### src/rtl/mexp_pkg.sv
// Shared operand width for the modular exponentiation unit.
package mexp_pkg;

  localparam int MEXP_OPERAND_BITS = 31;

endpackage

### src/rtl/mexp_mulmod.sv
// Bit-serial interleaved multiply-reduce: product = x * y mod m.
module mexp_mulmod
  import mexp_pkg::*;
#(
  parameter int OPERAND_BITS = MEXP_OPERAND_BITS
) (
  input  logic                    clk,
  input  logic                    rst_n,
  input  logic                    start,
  input  logic [OPERAND_BITS-1:0] x,
  input  logic [OPERAND_BITS-1:0] y,
  input  logic [OPERAND_BITS-1:0] m,
  output logic                    done,
  output logic [OPERAND_BITS-1:0] product
);

  localparam int CNT_W = $clog2(OPERAND_BITS + 1);

  logic                    busy_r;
  logic                    done_r;
  logic [CNT_W-1:0]        cnt_r;
  logic [OPERAND_BITS-1:0] acc_r;
  logic [OPERAND_BITS-1:0] acc_nxt;
  logic [OPERAND_BITS-1:0] y_r;
  logic [OPERAND_BITS:0]   dbl;
  logic [OPERAND_BITS:0]   dbl_red;
  logic [OPERAND_BITS:0]   sum;
  logic [OPERAND_BITS:0]   sum_red;
  logic [OPERAND_BITS:0]   m_ext;
  logic                    last_step;

  // Each cycle doubles the accumulator and adds x when the next bit of y, taken from the
  // top, is set; both steps keep the accumulator below m with one conditional subtraction.
  always_comb begin
    m_ext   = {1'b0, m};
    dbl     = {acc_r, 1'b0};
    dbl_red = (dbl >= m_ext) ? (dbl - m_ext) : dbl;
    sum     = {1'b0, dbl_red[OPERAND_BITS-1:0]} + (y_r[OPERAND_BITS-1] ? {1'b0, x} : '0);
    sum_red = (sum >= m_ext) ? (sum - m_ext) : sum;
    acc_nxt = sum_red[OPERAND_BITS-1:0];
  end

  assign last_step = busy_r && (cnt_r == CNT_W'(1));

  always_ff @(posedge clk) begin
    if (!rst_n) begin
      busy_r <= 1'b0;
      done_r <= 1'b0;
    end else begin
      done_r <= last_step;
      if (start) begin
        busy_r <= 1'b1;
      end else if (last_step) begin
        busy_r <= 1'b0;
      end
    end
  end

  always_ff @(posedge clk) begin
    if (start) begin
      acc_r <= '0;
      y_r   <= y;
      cnt_r <= CNT_W'(OPERAND_BITS);
    end else if (busy_r) begin
      acc_r <= acc_nxt;
      y_r   <= {y_r[OPERAND_BITS-2:0], 1'b0};
      cnt_r <= cnt_r - CNT_W'(1);
    end
  end

  assign done    = done_r;
  assign product = acc_r;

endmodule

### src/rtl/modular_exponentiation_unit.sv
// Modular exponentiation unit: right-to-left binary square-and-multiply.
//
// Input channel: in_base_value, in_exponent and in_modulus move in one transfer when
// in_valid is high and in_stall is low. The unit works on one item at a time and holds
// in_stall high from the cycle after a transfer until the item's result has been placed
// in the output register.
// Result channel: out_residue is held in an output register with out_valid; the receiver
// holds out_stall high to keep it there. A new item may be taken while a result waits.
// Every modular product goes through one bit-serial multiply-reduce unit. An item is
// taken and its base reduced, then for each exponent bit up to the highest set bit the
// unit runs a step, a multiply when that bit is set, and a square; it then finishes by
// loading the result into the output register.
// If the output register is still full when a result is ready, the unit waits until the
// receiver takes it. Reset empties the output register and returns the unit to idle.
module modular_exponentiation_unit
  import mexp_pkg::*;
#(
  parameter int OPERAND_BITS = MEXP_OPERAND_BITS
) (
  input  logic                    clk,
  input  logic                    rst_n,
  input  logic                    in_valid,
  output logic                    in_stall,
  input  logic [OPERAND_BITS-1:0] in_base_value,
  input  logic [OPERAND_BITS-1:0] in_exponent,
  input  logic [OPERAND_BITS-1:0] in_modulus,
  output logic                    out_valid,
  input  logic                    out_stall,
  output logic [OPERAND_BITS-1:0] out_residue
);

  typedef enum logic [5:0] {
    S_IDLE   = 6'b000001,
    S_REDUCE = 6'b000010,
    S_STEP   = 6'b000100,
    S_MUL    = 6'b001000,
    S_SQR    = 6'b010000,
    S_FINISH = 6'b100000
  } state_t;

  state_t                  state_r;
  state_t                  state_nxt;
  logic                    start_r;
  logic                    start_nxt;
  logic                    out_valid_r;
  logic [OPERAND_BITS-1:0] res_r;
  logic [OPERAND_BITS-1:0] acc_r;
  logic [OPERAND_BITS-1:0] pw_r;
  logic [OPERAND_BITS-1:0] exp_r;
  logic [OPERAND_BITS-1:0] mod_r;
  logic [OPERAND_BITS-1:0] mm_x;
  logic [OPERAND_BITS-1:0] mm_product;
  logic                    mm_done;
  logic                    in_xfer;
  logic                    out_xfer;
  logic                    load_out;

  assign in_xfer  = in_valid && !in_stall;
  assign out_xfer = out_valid_r && !out_stall;
  assign load_out = (state_r == S_FINISH) && (!out_valid_r || !out_stall);

  // The base is reduced as 1 * base mod m, so the multiplier needs no separate divider.
  always_comb begin
    unique case (state_r)
      S_MUL:   mm_x = acc_r;
      S_SQR:   mm_x = pw_r;
      default: mm_x = OPERAND_BITS'(1);
    endcase
  end

  mexp_mulmod #(
    .OPERAND_BITS(OPERAND_BITS)
  ) u_mulmod (
    .clk    (clk),
    .rst_n  (rst_n),
    .start  (start_r),
    .x      (mm_x),
    .y      (pw_r),
    .m      (mod_r),
    .done   (mm_done),
    .product(mm_product)
  );

  always_comb begin
    state_nxt = state_r;
    start_nxt = 1'b0;
    unique case (state_r)
      S_IDLE: begin
        if (in_valid) begin
          state_nxt = S_REDUCE;
          start_nxt = 1'b1;
        end
      end
      S_REDUCE: begin
        if (mm_done) begin
          state_nxt = S_STEP;
        end
      end
      S_STEP: begin
        priority if (exp_r == '0) begin
          state_nxt = S_FINISH;
        end else if (exp_r[0]) begin
          state_nxt = S_MUL;
          start_nxt = 1'b1;
        end else begin
          state_nxt = S_SQR;
          start_nxt = 1'b1;
        end
      end
      S_MUL: begin
        if (mm_done) begin
          state_nxt = S_SQR;
          start_nxt = 1'b1;
        end
      end
      S_SQR: begin
        if (mm_done) begin
          state_nxt = S_STEP;
        end
      end
      S_FINISH: begin
        if (load_out) begin
          state_nxt = S_IDLE;
        end
      end
      default: state_nxt = S_IDLE;
    endcase
  end

  always_ff @(posedge clk) begin
    if (!rst_n) begin
      state_r     <= S_IDLE;
      start_r     <= 1'b0;
      out_valid_r <= 1'b0;
    end else begin
      state_r <= state_nxt;
      start_r <= start_nxt;
      if (load_out) begin
        out_valid_r <= 1'b1;
      end else if (out_xfer) begin
        out_valid_r <= 1'b0;
      end
    end
  end

  // A zero modulus clears the exponent so that the result stays at zero.
  always_ff @(posedge clk) begin
    if (in_xfer) begin
      pw_r  <= in_base_value;
      mod_r <= in_modulus;
      acc_r <= OPERAND_BITS'(in_modulus > OPERAND_BITS'(1));
      exp_r <= (in_modulus == '0) ? '0 : in_exponent;
    end else begin
      if (mm_done && (state_r == S_REDUCE || state_r == S_SQR)) begin
        pw_r <= mm_product;
      end
      if (mm_done && state_r == S_MUL) begin
        acc_r <= mm_product;
      end
      if (mm_done && state_r == S_SQR) begin
        exp_r <= {1'b0, exp_r[OPERAND_BITS-1:1]};
      end
    end
    if (load_out) begin
      res_r <= acc_r;
    end
  end

  assign in_stall    = (state_r != S_IDLE);
  assign out_valid   = out_valid_r;
  assign out_residue = res_r;

endmodule

### config.mk
export PLATFORM = sky130hd
export DESIGN_NAME = modular_exponentiation_unit
export DESIGN_NICKNAME = d
export VERILOG_FILES = /design/src/rtl/mexp_pkg.sv /design/src/rtl/mexp_mulmod.sv /design/src/rtl/modular_exponentiation_unit.sv
export SDC_FILE = /design/constraint.sdc
export NUM_CORES = 1
export LEC_CHECK = 0
export BUFFER_PORTS_ARGS = -buffer_cell sky130_fd_sc_hd__buf_2
export CAP_MARGIN = 20
export CORE_MARGIN = 3
export CORE_UTILIZATION = 55
export DETAILED_ROUTE_END_ITERATION = 12
export PLACE_DENSITY = 0.81
export SLEW_MARGIN = 40
export SYNTH_ARGS = -nofsm -noshare
export SYNTH_HDL_FRONTEND = slang
export SYNTH_SLANG_ARGS = --single-unit
### constraint.sdc
create_clock -name clk -period 19.97 [get_ports clk]
set_input_delay 3.994 -clock clk [delete_from_list [all_inputs] [get_ports clk]]
set_output_delay 3.994 -clock clk [all_outputs]
set_load 0.05 [all_outputs]
; ---- Word-level counts from Yosys, hierarchy flattened
; Cells that the tools add are included.
[totals]
regBits = 232
word_cells = 83
[op_classes]
reduce_logical = 22
add_sub_neg = 4
muxes = 28
magnitude_cmp = 3
eq_ne = 12
[ops]
columns = op, count
row1 = $mux W31, 10
row2 = $ge A32 B31 Y1, 2
row3 = $logic_not A31 Y1, 2
row4 = $pmux W31 S2, 1
row5 = $sub A31 B31 Y31, 2
row6 = $add A31 B31 Y32, 1
row7 = $gt A31 B1 Y1 const B, 1
row8 = $mux W6, 5
row9 = $pmux W6 S5, 1
row10 = $reduce_bool A2 Y1, 6
row11 = $mux W1, 9
row12 = $logic_and A1 B1 Y1, 7
row13 = $eq A6 B1 Y1 const B, 1
row14 = $eq A6 B2 Y1 const B, 1
row15 = $eq A6 B3 Y1 const B, 1
row16 = $eq A6 B4 Y1 const B, 1
row17 = $eq A6 B5 Y1 const B, 1
row18 = $eq A6 B6 Y1 const B, 1
row19 = $ne A6 B1 Y1 const B, 1
row20 = $eq A5 B1 Y1 const B, 1
row21 = $mux W5, 1
row22 = $sub A5 B1 Y5 const B, 1
row23 = $ne A2 B1 Y1 const B, 2
row24 = $ne A2 B2 Y1 const B, 2
row25 = other kinds (5), 8

; ---- Logic depth before layout (Yosys ltp)
[depth]
depth_word = 6
mapped_depth = 34

; ---- Modules after synthesis
; A second synthesis with hierarchy kept.
[hier_totals]
cells_unflattened = 1632
hier_area_um2 = 15104.5
[by_module_without_submodules]
columns = module, area_each_um2, seq_area_each_um2, cells_per_inst, instances
row1 = mexp_mulmod, 8468.1, 1691.6, 1043, 1
row2 = modular_exponentiation_unit, 6636.4, 4514.3, 589, 1

; ---- Least setup slack after synthesis
; OpenSTA, ideal clock, no wires.
[synth_path]
kind = register -> register
startpoint = reg mod_r[0]
endpoint = reg u_mulmod.acc_r[0], in the netlist u_mulmod.product[0]
arrival_ps = 6524
setup_slack_ps = 13366
stages_incl_launch_ff = 30
setup_time_ps = 79
path_buffers = 2
cell_sequence = edfxtp_1 > inv_1 > fa_1 > a21o_1 > a21oi_1 > o21ai_0 > a31oi_1 > a31oi_2 > o21ai_0 > a22o_1 > buf_2 > mux2_2 > ha_1 > o21ai_0 > a211oi_1 > nand3_1 > a2111oi_4 > o31a_1 > nor2_1 > xnor2_1 > ha_1 > a21o_1 > a21o_4 > a2111oi_4 > o22ai_2 > nor4_4 > and3_1 > buf_6 > mux2_4 > a211oi_2
[synth_between]
elab_chain_len = 5
elab_cells_between_ends = 7
[synth_rtl]
columns = item, line
row1 = start: declaration, modular_exponentiation_unit.sv:50  ; logic [OPERAND_BITS-1:0] mod_r;
row2 = start signal: assignment, modular_exponentiation_unit.sv:150  ; mod_r <= in_modulus;
row3 = $sub A31 B31 Y31 / $ge A32 B31 Y1 (equally long branches), mexp_mulmod.sv:37  ; dbl_red = (dbl >= m_ext) ? (dbl - m_ext) : dbl;
row4 = $mux W31, mexp_mulmod.sv:37
row5 = $add A31 B31 Y32, mexp_mulmod.sv:38  ; sum = {1'b0, dbl_red[OPERAND_BITS-1:0]} + (y_r[OPERAND_BITS-1] ? {1'b0, x} : '0);
row6 = $sub A31 B31 Y31 / $ge A32 B31 Y1 (equally long branches), mexp_mulmod.sv:39  ; sum_red = (sum >= m_ext) ? (sum - m_ext) : sum;
row7 = $mux W31 (*), mexp_mulmod.sv:39
row8 = end signal: assignment, mexp_mulmod.sv:65  ; acc_r <= acc_nxt;
row9 = end: declaration, mexp_mulmod.sv:22  ; logic [OPERAND_BITS-1:0] acc_r;
; Every way passes the cells marked *; elsewhere a longest branch is shown, timed or not.
; A chain may end at the register's enable or synchronous reset.

; ---- Worst setup path after layout
[layout_path]
startpoint = reg mod_r[0]
endpoint = reg u_mulmod.acc_r[1], in the netlist u_mulmod.product[1]
; Same word-level chain as after synthesis.

==> flow_summary_export.csv <==
group,metric,value,unit
outcome,status,"complete, no violations",
worst_setup_path,crit_start,"mod_r[0]",
cells_and_area,drive_gt1_frac,0.1382,
worst_setup_path,cp_slowest_stage_delay,660,ps
logic_synthesis,synth_seq_area_share,0.4264,
logic_synthesis,synth_edf_count,156,
placement,port-buffer-count,129,
timing,fin_crit,8256,ps
power_and_ir_drop,peakVddDrop,0.1157,mV
power_and_ir_drop,p_leak,6.711,nW
worst_setup_path,critPathSlowestCell,"nand3_2",
placement,pre_cts_slack,11830,ps
floorplanning,die-area,0.02845,mm²
route,drtAntennaViolNets,0,
route,via_count,12300,
power_and_ir_drop,power.internal,1.598,mW
timing,layout_worst_path_cycle_share,0.4134,
timing,hold_viol_final,0,
timing,rsz0062_at_grt,"false",
floorplanning,initial_core_util,0.5681,
clock_tree,htreeDepth,1,
timing,finalSetupViolCount,0,
timing,fin_setup_tns,0,ps
worst_setup_path,reg2reg_depth,29,
route,drtPass1Iterations,6,
hold_path,hp-class,"reg2reg",
global_routing,grt_pass1_wl,60.43,mm
power_and_ir_drop,switchingPower,1.385,mW
timing,maxSlewHeadroom,0.4706,
route,viasPerCell,6.079,
logic_synthesis,syn_area,0.01455,mm²
worst_setup_path,r2r_end,"u_mulmod.product[1]",
clock_tree,cts_resized,0,
global_routing,antenna_found_initial,0,
route,drtIter0Drc,1544,
clock_tree,clk_pin_slew,60,ps
cells_and_area,area_growth,11.90,%
route,routed_wirelength,38.90,mm
worst_setup_path,critPathRequiredTime,20410,ps
cells_and_area,final_nets,1869,
logic_synthesis,syn_area_per_cell,9.269,µm²
floorplanning,dieHeight,168.7,µm
logic_synthesis,syn_nets,1765,
power_and_ir_drop,combPwrFrac,0.603,
floorplanning,core_area,0.02562,mm²
clock_tree,cts_setup_buffers,0,
timing,final-max-slew-violation-count,0,
timing,worst_slew_pin_slew,794.1,ps
power_and_ir_drop,seq_power_share,0.244,
logic_synthesis,synth_common_cells,"290 x nand2_1, 156 x edfxtp_1, 119 x a21oi_1",
worst_setup_path,worst_ep_arrival_time,8700,ps
global_routing,grtUsageTotal,0.2643,
clock_tree,cts_buffers,25,
clock_tree,clock-root-buffer,"clkbuf_16",
clock_tree,cts_tree,"built",
worst_setup_path,crit_path_max_fanout,58,
worst_setup_path,ff2ff_setup_slack,11710,ps
global_routing,overflow,0,
floorplanning,core.rowCount,58,
logic_synthesis,ys_warn_count,0,
floorplanning,die_x,168.7,µm
route,wire_per_inst,19.23,µm
cells_and_area,fill_cells,2164,
timing,setup_ws,11710,ps
power_and_ir_drop,switching_share,0.4644,
logic_synthesis,synth_seq_cells,232,
cells_and_area,finish.utilization,0.6357,
timing,finClkSkew,14.56,ps
clock_tree,clock_latency,530,ps
logic_synthesis,synthArstFlopShare,0,
worst_setup_path,criticalPathCategory,"reg2reg",
logic_synthesis,yosys-top-cells-area,"edfxtp_1 32%, dfxtp_1 10%, ha_1 8.2%, nand2_1 7.5%, a21oi_1 4.1%",
global_routing,grt_pass1_vias,11210,
clock_tree,cts_sinks,232,
power_and_ir_drop,power.density,183.2,mW/mm²
worst_setup_path,start_kind,"flop",
logic_synthesis,synth-main-ff-cell,"edfxtp_1",
logic_synthesis,ys_types,71,
placement,dp_cells,1977,
logic_synthesis,yosys.area.top_type,"edfxtp_1",
logic_synthesis,yosysTopAreaCellShare,0.3219,
floorplanning,io_pins,130,
cells_and_area,finalNonFillerCells,2023,
run,drv_cap,0,
clock_tree,ctsHoldBuffers,0,
timing,fmax,0.1211,GHz
power_and_ir_drop,clkPwrFrac,0.153,
logic_synthesis,yosysMostFrequentCell,"nand2_1",
route,drc_errors,0,
clock_tree,max-clock-path-buffers,3,
hold_path,hp-start,"acc_r[3]",
placement,routabilityCongestion,0.9578,
global_routing,grt_max_degree,67,
placement,place_hpwl,28.97,mm
worst_setup_path,worstReg2RegStart,"mod_r[0]",
worst_setup_path,cp-endpoint,"u_mulmod.product[1]",
logic_synthesis,syn_inst,1570,
worst_setup_path,cp-end-kind,"flop",
cells_and_area,diodes,0,
final cells by class:
| cell class | instances | area, µm² | share of cell area |
|---|---|---|---|
| Multi-Input combinational cell | 1201 | 7841 | 0.4815 |
| Sequential cell | 232 | 6208 | 0.3813 |
| Clock buffer | 44 | 758.2 | 0.04656 |
| Timing Repair Buffer | 143 | 758.2 | 0.04656 |
| Tap cell | 330 | 412.9 | 0.02536 |
| Inverter | 71 | 266.5 | 0.01637 |
| Clock inverter | 2 | 38.79 | 0.002382 |
layout by cell type (no fill, tap or decap), types with 31 or more instances in the layout:
cell | synthesis | layout
nor2b_1 | 37 | 37
xor2_1 | 33 | 33
dfxtp_1 | 76 | 74
o21ai_0 | 73 | 73
xnor2_1 | 48 | 48
inv_1 | 70 | 70
a22oi_1 | 31 | 31
nand2_1 | 290 | 289
mux2_2 | 33 | 33
a21oi_1 | 119 | 118
nor2_1 | 85 | 84
ha_1 | 95 | 95
edfxtp_1 | 156 | 156
a22o_1 | 33 | 33
a21o_1 | 37 | 37
buf_2 | 7 | 129
power groups by stage:
stage               Combinational [mW]  Sequential, mW  Clock, mW
floorplan                         1.41           0.697          0
global placement                  1.73           0.727          0
detailed placement                1.75           0.731          0
CTS                               1.76           0.724      0.458
global route                      1.98           0.738      0.479
finish                            1.80           0.729      0.455
worst min path at each step:
stage / to / slack, ps / depth (start not counted)
6_report: out_residue[3] / 460 / 0
2_1_floorplan: out_residue[0] / 430 / 0
4_1_cts: out_residue[3] / 460 / 0
3_5_place_dp: out_residue[3] / 440 / 0
3_3_place_gp: out_residue[12] / 440 / 0
5_1_grt: out_residue[3] / 460 / 0
worst max-delay path: cells and delay by family (launching register included):
kind	cells	cell delay, ps
compound gates	17	4020
simple gates	5	1450
fa+ha+maj	3	1110
buf+inv	2	500
mux	1	410
flops	1	360
xor+xnor	1	280
stage by stage:
step / cell area (µm²) / hold WS (ps) / power [mW]
after detailed placement: 15490 / 442.7 / 2.484
after global placement: 15450 / 443.2 / 2.457
final: 16280 / 455.7 / 2.983
after CTS: 16280 / 460.5 / 2.945
after global routing: 16280 / 464.2 / 3.199
after floorplan: 14550 / 426.8 / 2.103
kinds of logic (layout without fill, tap and decap cells):
family | after synthesis | in the layout | share of synthesized area
buf+inv | 137 | 260 | 0.03749
simple gates | 545 | 545 | 0.1688
flops | 232 | 232 | 0.4264
fa+ha+maj | 98 | 98 | 0.08581
mux | 41 | 41 | 0.03138
xor+xnor | 81 | 81 | 0.04875
compound gates | 436 | 436 | 0.2014
routing by layer:
layer | share of wire | global-route usage
met4 | 0.0097 | 0.03451
met1 | 0.48 | 0.4278
met3 | 0.087 | 0.03970
met5 | 0 | 0
met2 | 0.42 | 0.3833
flip-flops by register name, indices dropped and copies added, names as in the netlist:
signal,count
state_r,6
exp_r,31
u_mulmod.busy_r,1
u_mulmod.done,1
u_mulmod.y_r,31
acc_r,31
u_mulmod.product,31
out_valid,1
mod_r,31
start_r,1
pw_r,31
u_mulmod.cnt_r,5
out_residue,31
Power figures use the tool's default switching activity.
